[src/hw/rtl/apr_pkg.sv]
`default_nettype none
package apr_pkg;

  localparam int WINDOW_DEPTH = 16;
  localparam int PWM_MAX = 827;
  localparam int DRIVE_MAX_MV = 6000;

  localparam int WIN_AW = (WINDOW_DEPTH > 1) ? $clog2(WINDOW_DEPTH) : 1;
  localparam int MV_W = 13;
  localparam int CODE_W = 10;
  localparam int SUM_W = MV_W + $clog2(WINDOW_DEPTH + 1);
  localparam int AVG_W = MV_W + 8;
  localparam int ERR_W = AVG_W + 1;
  localparam int DERIV_W = ERR_W + 1;
  localparam int GAIN_W = 32;
  localparam int OFFSET_W = 11;
  localparam int PWM_W = 10;
  localparam int DRIVE_W = AVG_W;
  localparam int MCAND_W = 34;
  localparam int ACC_W = 66;
  localparam int CNT_W = 5;

  localparam int DIV_NW = 32;
  localparam int DIV_DW = 16;

  localparam int MV_FULL_SCALE = 6600;
  localparam int ADC_FULL_CODE = 1023;
  localparam int DRIVE_LIMIT = DRIVE_MAX_MV * 256;

  localparam int CFG_IDX_W = 3;
  localparam logic [CFG_IDX_W-1:0] REG_SETPOINT = 3'd0;
  localparam logic [CFG_IDX_W-1:0] REG_GAIN_PROP = 3'd1;
  localparam logic [CFG_IDX_W-1:0] REG_GAIN_INTEG = 3'd2;
  localparam logic [CFG_IDX_W-1:0] REG_GAIN_DERIV = 3'd3;
  localparam logic [CFG_IDX_W-1:0] REG_INTEG_UPPER = 3'd4;
  localparam logic [CFG_IDX_W-1:0] REG_INTEG_LOWER = 3'd5;
  localparam logic [CFG_IDX_W-1:0] REG_FF_GAIN = 3'd6;
  localparam logic [CFG_IDX_W-1:0] REG_FF_OFFSET = 3'd7;

  typedef struct packed {
    logic start;
    logic signed [GAIN_W-1:0] mplier;
    logic signed [MCAND_W-1:0] mcand;
    logic signed [ACC_W-1:0] init;
  } mul_req_t;

  typedef struct packed {
    logic start;
    logic [DIV_NW-1:0] dividend;
    logic [DIV_DW-1:0] divisor;
  } div_req_t;

endpackage
`default_nettype wire

[src/hw/rtl/apr_div.sv]
`default_nettype none
module apr_div (
  input  wire logic clk,
  input  wire logic rst,
  input  wire apr_pkg::div_req_t req,
  output logic done,
  output logic [apr_pkg::DIV_NW-1:0] quotient
);

  logic [apr_pkg::DIV_DW-1:0] rem;
  logic [apr_pkg::DIV_DW-1:0] divisor;
  logic [apr_pkg::DIV_NW-1:0] num;
  logic [apr_pkg::CNT_W-1:0] count;
  logic running;
  logic [apr_pkg::DIV_DW:0] trial;
  logic fits;

  always_comb begin
    trial = {rem, num[apr_pkg::DIV_NW-1]};
    fits = trial >= {1'b0, divisor};
  end

  always_ff @(posedge clk) begin
    if (rst) begin
      running <= 1'b0;
      done <= 1'b0;
    end else begin
      done <= 1'b0;
      if (req.start) begin
        rem <= '0;
        num <= req.dividend;
        divisor <= req.divisor;
        count <= '0;
        running <= 1'b1;
      end else if (running) begin
        if (fits) begin
          rem <= apr_pkg::DIV_DW'(trial - {1'b0, divisor});
        end else begin
          rem <= trial[apr_pkg::DIV_DW-1:0];
        end
        quotient <= {quotient[apr_pkg::DIV_NW-2:0], fits};
        num <= {num[apr_pkg::DIV_NW-2:0], 1'b0};
        count <= count + 1'b1;
        if (count == apr_pkg::CNT_W'(apr_pkg::DIV_NW - 1)) begin
          running <= 1'b0;
          done <= 1'b1;
        end
      end
    end
  end

endmodule
`default_nettype wire

[src/hw/rtl/apr_mul.sv]
`default_nettype none
module apr_mul (
  input  wire logic clk,
  input  wire logic rst,
  input  wire apr_pkg::mul_req_t req,
  output logic done,
  output logic signed [apr_pkg::ACC_W-1:0] acc
);

  logic [apr_pkg::GAIN_W-1:0] mplier;
  logic signed [apr_pkg::ACC_W-1:0] mcand;
  logic [apr_pkg::CNT_W-1:0] count;
  logic running;

  always_ff @(posedge clk) begin
    if (rst) begin
      running <= 1'b0;
      done <= 1'b0;
    end else begin
      done <= 1'b0;
      if (req.start) begin
        acc <= req.init;
        mcand <= {{(apr_pkg::ACC_W - apr_pkg::MCAND_W){req.mcand[apr_pkg::MCAND_W-1]}},
                  req.mcand};
        mplier <= req.mplier;
        count <= '0;
        running <= 1'b1;
      end else if (running) begin
        // The top bit of the multiplier has negative weight.
        if (mplier[0]) begin
          if (count == apr_pkg::CNT_W'(apr_pkg::GAIN_W - 1)) begin
            acc <= acc - mcand;
          end else begin
            acc <= acc + mcand;
          end
        end
        mcand <= mcand <<< 1;
        mplier <= mplier >> 1;
        count <= count + 1'b1;
        if (count == apr_pkg::CNT_W'(apr_pkg::GAIN_W - 1)) begin
          running <= 1'b0;
          done <= 1'b1;
        end
      end
    end
  end

endmodule
`default_nettype wire

[src/hw/rtl/averaged_pid_pwm_regulator.sv]
`default_nettype none
// A sample transaction is a serial division by 1023 and a window update.
// A control transaction is a serial division for the average and four bit-serial
// multiplications in one shared multiplier unit.
// One transaction is in work at a time; a waiting result does not block the next one.
// Synchronous reset restores register defaults and clears window, sum, integral and error.
module averaged_pid_pwm_regulator (
  input  wire logic clk,
  input  wire logic rst,
  input  wire logic sample_valid,
  output logic sample_stall,
  input  wire logic func,
  input  wire logic [apr_pkg::CODE_W-1:0] voltage_code,
  output logic result_valid,
  input  wire logic result_stall,
  output logic [apr_pkg::PWM_W-1:0] pwm_width,
  output logic [apr_pkg::MV_W-1:0] drive_mv,
  output logic [apr_pkg::MV_W-1:0] average_mv,
  input  wire logic cfg_valid,
  output logic cfg_ready,
  input  wire logic [apr_pkg::CFG_IDX_W-1:0] cfg_index,
  input  wire logic [31:0] cfg_data
);

  typedef enum logic [3:0] {
    ST_IDLE, ST_SDIV, ST_CDIV, ST_INTEG, ST_MUL_P, ST_MUL_I, ST_MUL_D, ST_MUL_F, ST_RESULT
  } state_t;

  state_t state;

  logic [apr_pkg::MV_W-1:0] setpoint_mv;
  logic signed [31:0] gain_prop, gain_integ, gain_deriv, integ_upper, integ_lower, ff_gain;
  logic signed [apr_pkg::OFFSET_W-1:0] ff_offset;

  logic [apr_pkg::MV_W-1:0] sample_window [apr_pkg::WINDOW_DEPTH];
  logic [apr_pkg::WIN_AW-1:0] window_pos;
  logic [apr_pkg::SUM_W-1:0] window_sum;
  logic signed [31:0] integ_acc;
  logic signed [apr_pkg::ERR_W-1:0] last_error;
  logic signed [apr_pkg::ERR_W-1:0] err;
  logic signed [apr_pkg::DERIV_W-1:0] deriv;
  logic [apr_pkg::AVG_W-1:0] avg;
  logic [apr_pkg::DRIVE_W-1:0] drive;

  apr_pkg::div_req_t div_req;
  apr_pkg::mul_req_t mul_req;
  logic div_done, mul_done;
  logic [apr_pkg::DIV_NW-1:0] quotient;
  logic signed [apr_pkg::ACC_W-1:0] mul_acc;

  logic accept, gain_write, out_free;
  logic signed [apr_pkg::ERR_W-1:0] err_next;
  logic signed [33:0] integ_sum, integ_up, integ_lo, integ_clip;
  logic signed [31:0] integ_next;
  logic signed [apr_pkg::DERIV_W-1:0] deriv_next;
  logic [apr_pkg::DRIVE_W-1:0] drive_next;
  logic [apr_pkg::PWM_W-1:0] pwm_next;
  logic [apr_pkg::MV_W-1:0] sample_mv;

  apr_div u_div (.clk(clk), .rst(rst), .req(div_req), .done(div_done), .quotient(quotient));
  apr_mul u_mul (.clk(clk), .rst(rst), .req(mul_req), .done(mul_done), .acc(mul_acc));

  assign sample_stall = (state != ST_IDLE);
  assign accept = sample_valid && !sample_stall;
  assign cfg_ready = 1'b1;
  assign gain_write = cfg_valid && cfg_ready && (cfg_index == apr_pkg::REG_GAIN_PROP ||
                      cfg_index == apr_pkg::REG_GAIN_INTEG || cfg_index == apr_pkg::REG_GAIN_DERIV);
  assign out_free = !result_valid || !result_stall;
  assign sample_mv = quotient[apr_pkg::MV_W-1:0];

  always_comb begin
    div_req.start = accept;
    if (func) begin
      div_req.dividend = apr_pkg::DIV_NW'({window_sum, 8'b0});
      div_req.divisor = apr_pkg::DIV_DW'(apr_pkg::WINDOW_DEPTH);
    end else begin
      div_req.dividend = apr_pkg::DIV_NW'(voltage_code) * apr_pkg::DIV_NW'(apr_pkg::MV_FULL_SCALE);
      div_req.divisor = apr_pkg::DIV_DW'(apr_pkg::ADC_FULL_CODE);
    end
  end

  always_comb begin
    err_next = $signed({1'b0, setpoint_mv, 8'b0}) - $signed({1'b0, quotient[apr_pkg::AVG_W-1:0]});
    integ_sum = {{2{integ_acc[31]}}, integ_acc} +
                {{(34 - apr_pkg::ERR_W){err[apr_pkg::ERR_W-1]}}, err};
    integ_up = {{2{integ_upper[31]}}, integ_upper};
    integ_lo = {{2{integ_lower[31]}}, integ_lower};
    integ_clip = (integ_sum > integ_up) ? integ_up : integ_sum;
    if (integ_clip < integ_lo) begin
      integ_clip = integ_lo;
    end
    integ_next = integ_clip[31:0];
    deriv_next = {err[apr_pkg::ERR_W-1], err} - {last_error[apr_pkg::ERR_W-1], last_error};

    if (mul_acc[apr_pkg::ACC_W-1]) begin
      drive_next = '0;
    end else if (mul_acc[apr_pkg::ACC_W-2:16] > (apr_pkg::ACC_W - 17)'(apr_pkg::DRIVE_LIMIT)) begin
      drive_next = apr_pkg::DRIVE_W'(apr_pkg::DRIVE_LIMIT);
    end else begin
      drive_next = mul_acc[apr_pkg::DRIVE_W+15:16];
    end

    if (mul_acc[apr_pkg::ACC_W-1]) begin
      pwm_next = '0;
    end else if (mul_acc[apr_pkg::ACC_W-2:24] > (apr_pkg::ACC_W - 25)'(apr_pkg::PWM_MAX)) begin
      pwm_next = apr_pkg::PWM_W'(apr_pkg::PWM_MAX);
    end else begin
      pwm_next = mul_acc[apr_pkg::PWM_W+23:24];
    end
  end

  always_comb begin
    mul_req.start = 1'b0;
    mul_req.mplier = gain_prop;
    mul_req.mcand = {{(apr_pkg::MCAND_W - apr_pkg::ERR_W){err[apr_pkg::ERR_W-1]}}, err};
    mul_req.init = '0;
    case (state)
      ST_INTEG: begin
        mul_req.start = 1'b1;
      end
      ST_MUL_P: begin
        mul_req.start = mul_done;
        mul_req.mplier = gain_integ;
        mul_req.mcand = {{(apr_pkg::MCAND_W - 32){integ_acc[31]}}, integ_acc};
        mul_req.init = mul_acc;
      end
      ST_MUL_I: begin
        mul_req.start = mul_done;
        mul_req.mplier = gain_deriv;
        mul_req.mcand = {{(apr_pkg::MCAND_W - apr_pkg::DERIV_W){deriv[apr_pkg::DERIV_W-1]}}, deriv};
        mul_req.init = mul_acc;
      end
      ST_MUL_D: begin
        mul_req.start = mul_done;
        mul_req.mplier = ff_gain;
        mul_req.mcand = apr_pkg::MCAND_W'(drive_next);
        mul_req.init = {{(apr_pkg::ACC_W - apr_pkg::OFFSET_W - 24){ff_offset[apr_pkg::OFFSET_W-1]}},
                        ff_offset, 24'b0};
      end
      default: begin
        mul_req.start = 1'b0;
      end
    endcase
  end

  always_ff @(posedge clk) begin
    if (rst) begin
      state <= ST_IDLE;
      result_valid <= 1'b0;
      setpoint_mv <= apr_pkg::MV_W'(5000);
      gain_prop <= 32'sd131072;
      gain_integ <= 32'sd655;
      gain_deriv <= 32'sd66;
      integ_upper <= 32'sd256000000;
      integ_lower <= -32'sd256000000;
      ff_gain <= 32'sd9023;
      ff_offset <= '0;
      for (int i = 0; i < apr_pkg::WINDOW_DEPTH; i++) begin
        sample_window[i] <= '0;
      end
      window_pos <= '0;
      window_sum <= '0;
      integ_acc <= '0;
      last_error <= '0;
    end else begin
      if (result_valid && !result_stall) begin
        result_valid <= 1'b0;
      end
      if (cfg_valid && cfg_ready) begin
        case (cfg_index)
          apr_pkg::REG_SETPOINT: setpoint_mv <= cfg_data[apr_pkg::MV_W-1:0];
          apr_pkg::REG_GAIN_PROP: gain_prop <= cfg_data;
          apr_pkg::REG_GAIN_INTEG: gain_integ <= cfg_data;
          apr_pkg::REG_GAIN_DERIV: gain_deriv <= cfg_data;
          apr_pkg::REG_INTEG_UPPER: integ_upper <= cfg_data;
          apr_pkg::REG_INTEG_LOWER: integ_lower <= cfg_data;
          apr_pkg::REG_FF_GAIN: ff_gain <= cfg_data;
          apr_pkg::REG_FF_OFFSET: ff_offset <= cfg_data[apr_pkg::OFFSET_W-1:0];
          default: ff_offset <= ff_offset;
        endcase
        if (gain_write) begin
          integ_acc <= '0;
          last_error <= '0;
        end
      end
      case (state)
        ST_IDLE: begin
          if (accept) begin
            state <= func ? ST_CDIV : ST_SDIV;
          end
        end
        ST_SDIV: begin
          if (div_done) begin
            window_sum <= window_sum - apr_pkg::SUM_W'(sample_window[window_pos]) +
                          apr_pkg::SUM_W'(sample_mv);
            sample_window[window_pos] <= sample_mv;
            if (window_pos == apr_pkg::WIN_AW'(apr_pkg::WINDOW_DEPTH - 1)) begin
              window_pos <= '0;
            end else begin
              window_pos <= window_pos + 1'b1;
            end
            state <= ST_IDLE;
          end
        end
        ST_CDIV: begin
          if (div_done) begin
            avg <= quotient[apr_pkg::AVG_W-1:0];
            err <= err_next;
            state <= ST_INTEG;
          end
        end
        ST_INTEG: begin
          integ_acc <= integ_next;
          deriv <= deriv_next;
          last_error <= err;
          state <= ST_MUL_P;
        end
        ST_MUL_P: if (mul_done) state <= ST_MUL_I;
        ST_MUL_I: if (mul_done) state <= ST_MUL_D;
        ST_MUL_D: begin
          if (mul_done) begin
            drive <= drive_next;
            state <= ST_MUL_F;
          end
        end
        ST_MUL_F: if (mul_done) state <= ST_RESULT;
        ST_RESULT: begin
          if (out_free) begin
            pwm_width <= pwm_next;
            drive_mv <= drive[apr_pkg::DRIVE_W-1:8];
            average_mv <= avg[apr_pkg::AVG_W-1:8];
            result_valid <= 1'b1;
            state <= ST_IDLE;
          end
        end
        default: state <= ST_IDLE;
      endcase
    end
  end

endmodule
`default_nettype wire
[config.mk]
export PLATFORM = sky130hd
export DESIGN_NAME = averaged_pid_pwm_regulator
export DESIGN_NICKNAME = d
export VERILOG_FILES = /design/src/hw/rtl/apr_pkg.sv /design/src/hw/rtl/apr_div.sv /design/src/hw/rtl/apr_mul.sv /design/src/hw/rtl/averaged_pid_pwm_regulator.sv
export SDC_FILE = /design/constraint.sdc
export NUM_CORES = 2
export LEC_CHECK = 0
export ABC_AREA = 1
export BUFFER_PORTS_ARGS = -buffer_cell sky130_fd_sc_hd__clkbuf_2
export CORE_ASPECT_RATIO = 0.75
export CORE_MARGIN = 2
export CORE_UTILIZATION = 45
export DETAILED_ROUTE_END_ITERATION = 6
export PLACE_DENSITY = 0.71
export SLEW_MARGIN = 20
export SYNTH_ARGS = -nofsm -noshare
export SYNTH_HDL_FRONTEND = slang
export SYNTH_HIERARCHICAL = 1
export SYNTH_SLANG_ARGS = --single-unit
[constraint.sdc]
create_clock -name clk -period 18 [get_ports clk]
set_input_delay 5.4 -clock clk [delete_from_list [all_inputs] [get_ports clk]]
set_output_delay 5.4 -clock clk [all_outputs]
set_load 0.05 [all_outputs]
; Word level (Yosys, flattened, before mapping)
; Memories as Yosys holds them, arrays and structs flattened. A register that Yosys moved wholly into a read port is not among the register bits.
; Index checks and enable logic that the tools add are counted.
[totals]
register_bits = 683
ram_bits = 208
out_inout_bits = 39
mem_count = 1
[classes]
add_sub_neg = 11
mul = 1
magnitude_cmp = 5
n_eq_ne = 28
muxes = 61
n_bitwise = 4
n_reduce_logical = 42
[mem_list]
columns = name, depth, word_bits, read_ports, rd_clocked_by_memory_dff, write_ports, line
row1 = sample_window, 16, 13, 1, 1, 16, averaged_pid_pwm_regulator.sv:35  ; logic [apr_pkg::MV_W-1:0] sample_window [apr_pkg::WINDOW_DEPTH];
[ops]
columns = operator, n
row1 = two-way mux 66 bit, 6
row2 = one-hot mux 132 bit (3 select lines), 1
row3 = two-way mux 32 bit, 8
row4 = adder 66 bit, 1
row5 = two-way mux 22 bit, 3
row6 = subtractor 66 bit, 1
row7 = > comparator 49 x 21 -> 1 bit (second input constant), 1
row8 = two-way mux 4 bit, 12
row9 = two-way mux 21 bit, 2
row10 = two-way mux 42 bit, 1
row11 = > comparator 41 x 10 -> 1 bit (second input constant), 1
row12 = one-hot mux 4 bit (9 select lines), 1
row13 = less-than comparator 34 x 32 -> 1 bit, 1
row14 = two-way mux 34 bit, 1
row15 = adder 32 x 22 -> 33 bit, 1
row16 = > comparator 33 x 32 -> 1 bit, 1
row17 = two-way mux 16 bit, 2
row18 = AND reduction 2 bit, 14
row19 = subtractor 22 x 22 -> 23 bit, 1
row20 = subtractor 21 x 21 -> 22 bit, 1
row21 = multiplier 10 x 10 -> 20 bit (second input constant), 1
row22 = adder 18 x 13 -> 18 bit, 1
row23 = two-way mux 1 bit, 18
row24 = subtractor 18 x 13 -> 18 bit, 1
row25 = other kinds (33), 71

; Longest topological paths before layout
[depth]
depth_word = 7
mapped_depth = 46
ltp_nobuf = 43

; Hierarchy
; Netlist, hierarchy kept.
[by_module_without_submodules]
columns = module, n_inst, cells_each, area_per_inst_um2, seq_area_each_um2
row1 = averaged_pid_pwm_regulator, 1, 4262, 34629.5, 15484.9
row2 = apr_mul, 1, 2232, 14865.5, 5114.9
row3 = apr_div, 1, 533, 5146.2, 3072.9

; Worst setup path before layout
; OpenSTA, ideal clock, no wires.
[synth_path]
kind = input to register
from = input rst
to = register u_mul/acc[0] (netlist name) (enable)
setup_ns = 0.572
t_arrival_ns = 10.001
setup_slack_ns = 7.427
stages = 1
path_cell_list = nor3_1
[synth_via]
elab_chain_len = 2
[synth_lines]
columns = item, line
row1 = start: declaration, averaged_pid_pwm_regulator.sv:9  ; input wire logic rst,
row2 = inverter 1 bit (no source line), n/a
row3 = AND reduction 5 bit (no source line), n/a
row4 = end signal: assignment, apr_mul.sv:22  ; acc <= req.init;
row5 = end signal: assignment, apr_mul.sv:32  ; acc <= acc - mcand;
row6 = end signal: assignment, apr_mul.sv:34  ; acc <= acc + mcand;
row7 = end: declaration, apr_mul.sv:7  ; output logic signed [apr_pkg::ACC_W-1:0] acc
; Every way passes these cells.
; A chain may end at the register's enable or synchronous reset.

==> out/summary.md <==
The run finished, with violations left. The final reports fail on DRC. The area occupied by multi-input gates is 26340 um2. The worst hold path was traced through 0 stages. The number of max-slew violations in the final report was 0; the via count was 47.78k. The tools report the total half-perimeter wirelength after legalization and detailed placement as 121200 um. Final-layout setup total negative slack: 0 ns. For the number of hold-slack violations in the final timing report, the log shows 0. 0 antenna diodes ended up in the layout.

The total overflow left after global routing is 0. In the final routed layout, each cell accounts on average for 19.24 um. The share of total power consumed by net switching was 0.3502; the count of port buffers added during placement was 88. The endpoint identified for the worst register-to-register timing path is integ_acc[29]. The logs give 1 for the DRC violation count after routing and 4.233 mW for the total internal power. The critical path contains buffers and inverters numbering 3 combined. For the iteration count of the initial detailed-routing pass, the log shows 7. The final weighted congestion in routability-driven placement is 0.9885, and the growth of design area from synthesis to finish is 9.842%.

The run gives 123500 um2 as the total die area. The minimum period implied by the final worst setup slack was 9.345 ns. The register with the most flip-flops in the layout has 208 of them.

The final layout contains routed wiring with a total length of 167100 um. The tree is rooted in a clkbuf_16. Post-CTS repair changed the size of 0 cells. The top cell types in the final layout, fill and taps aside, are nand2_1 (1676), inv_1 (932), nor2_1 (873), edfxtp_1 (574), o21ai_0 (508). Ranked by flip-flop count, first place goes to sample_window. Power spread over the standard cell area amounts to 109.2 nW/um2. For this run, the number of Yosys warnings is 6.

The mean instance size in the synthesized netlist was 7.741 um2; the effective utilization at floorplan was 0.4531. Across the run, the number of max-cap violations was 0. In this run, CTS created clock tree buffers numbering 91. The global-route usage over all layers was 0.2662; the die height was 304.9 um. TritonCTS built the clock tree. The tools report the switching power summed over all nets as 2.281 mW. In this design, the largest share of critical-path delay is due to adder cells. The type of the worst min-delay path was reg2reg. CTS built an H-tree with a depth of 3.

For the required time at the endpoint of the critical path, the log shows 18.48 ns. After synthesis the cells add up to 54310 um2. The worst register-to-register path has a setup slack of 8.94 ns. In this run the critical register-to-register path is launched from err[0]. Synthesis handed over a netlist of 7016 instances. The number of hold buffers added after CTS was 0. The worst setup path is of the in2reg kind. The transition time of the tightest slew-check pin is 1.168 ns, and the post-CTS setup buffer count is 0. Final hold analysis gives a worst-case slack of 0.4188 ns. The first global-routing pass estimated 256700 um of wire.

The logs give 165 for the pin count of the biggest net entering global routing and 0.326 for the portion of total power attributed to the clock network. For this block, the initial DRC count from the detailed router was 5947. The post-route fraction of the period consumed by the critical path is 0.5192, and the maximum VDD drop is 83.25 uV.

Counting cells, the worst reg-to-reg path comes to 39. STA puts the critical path data arrival time at 9.83 ns. The die outline width was 405.2 um. The clock-pin transition on the worst setup and hold timing paths is 0.06 ns. The floorplan has 110 rows. The core area is 119900 um2.

The sequential fraction of design power came out at 0.375. For this run, the top clock speed supported by timing is 107.0 MHz. STA classifies the critical path startpoint as an input port. For hold timing, the worst endpoint is average_mv[5].

The startpoint identified for the worst hold timing path is avg[13]. Setup violations remaining at the end of the flow were counted as 0. For this run, the slowest stage of the critical path takes 0.55 ns. Setup repair after global routing left no endpoint under its margin. On the final layout, the worst clock skew is 0.04197 ns. The worst setup path is captured at a register. The largest registers in the layout are sample_window x208, u_mul/acc x66, u_mul/mcand x66.

The critical path goes through clkbuf_2, ha_1, inv_1, fa_1, fa_1, inv_1, fa_1, ha_1, ha_1, nand2_1, nor3_1, a21oi_1, o21ai_0, nand2_1, nand2_1, nand2_1, nand2_1, a21oi_1, o21bai_1, o21ai_0, a21oi_1, nor2_1, nand2_1, nand2_1. For this design the static power due to leakage is 26.57 nW. Using the TritonRoute via totals, the vias-per-cell ratio works out to 5.500.

The initial antenna violation count is 4, and the proportion of layout cells with a drive suffix above 1 is 0.06384. Summing all flip-flop and latch instances after layout gives 23350 um2. The most frequent cell on the critical path is nand2_1. 90 I/O pins were placed. The run gives 44.24k as the via count of the first global-routing pass. The detail route stage leaves a number of antenna-violating nets equal to 0. Number of nets in the finished design: 7383.

The run gives 0.298 as the combinational share of power. The maximum clock path buffer count was 3; the number of sinks handled by clock tree synthesis was 879. The layout has 11.47k filler cells. Among all stages on the critical path, the largest delay is contributed by fa_1. In this run the worst path has a maximum fanout of 5. For the worst-case headroom to the max-slew limit, the log shows 0.2164. The library cell used most frequently in the layout, excluding fill and tap cells, is nand2_1.

The clock reaches the later pin of the worst-skew pair after 0.72 ns.
-- worst reg2reg max path: cells and delay by family (launching register included) --
kind | cells | cell delay (ns)
AO/OA/AOI/OAI | 6 | 1.54
XOR/XNOR | 1 | 0.24
adder cells (fa/ha/maj) | 4 | 1.32
buffers and inverters | 7 | 1.09
flip-flops | 1 | 0.40
AND/OR/NAND/NOR | 21 | 4.31
-- area by class of cell --
class,count,share of cell area
Multi-Input combinational cell,4903,0.4415
Sequential cell,879,0.3914
Inverter,966,0.06091
Clock buffer,120,0.04467
Tap cell,1624,0.03406
Timing Repair Buffer,145,0.01544
Clock inverter,51,0.01206
-- per-stage QoR --
step	utilization	area [um2]	setup WS (ns)	total power [mW]	std cells
after floorplan	-	54370	7.427	3.860	7031
after global placement	0.4689	56210	7.926	4.331	8515
after detailed placement	0.4691	56240	7.924	4.374	8516
after CTS	0.4974	59620	8.692	6.498	8687
after global routing	0.4976	59660	8.277	6.864	8688
final	0.4976	59660	8.655	6.514	8688
-- layer usage --
| layer | routed length (um) | vias to the layer above | global-route usage |
|---|---|---|---|
| met4 | 4247 | 0 | 0.07272 |
| met2 | 68580 | 2261 | 0.3813 |
| li1 | - | 22890 | - |
| met5 | 0 | - | 0 |
| met3 | 19370 | 265 | 0.05819 |
| met1 | 74930 | 22370 | 0.4005 |
-- power groups by stage --
stage / clock network, mW / logic, mW / registers [mW]
final: 2.13 / 1.94 / 2.45
after global routing: 2.23 / 2.17 / 2.46
after CTS: 2.15 / 1.90 / 2.44
after detailed placement: 0 / 1.89 / 2.49
after global placement: 0 / 1.85 / 2.48
after floorplan: 0 / 1.39 / 2.47
-- worst max path at each step --
stage               cells after the start       endpoint            start  slack [ns]
floorplan                               1   u_mul/acc[0]              rst        7.43
global placement                       24  u_div/num[21]  voltage_code[3]        7.93
detailed placement                     24  u_div/num[21]  voltage_code[0]        7.92
CTS                                    24  u_div/num[21]  voltage_code[0]        8.69
global route                           24  u_div/num[21]  voltage_code[5]        8.28
finish                                 24  u_div/num[21]  voltage_code[5]        8.65
No activity file was read; power rests on OpenSTA's default activity.
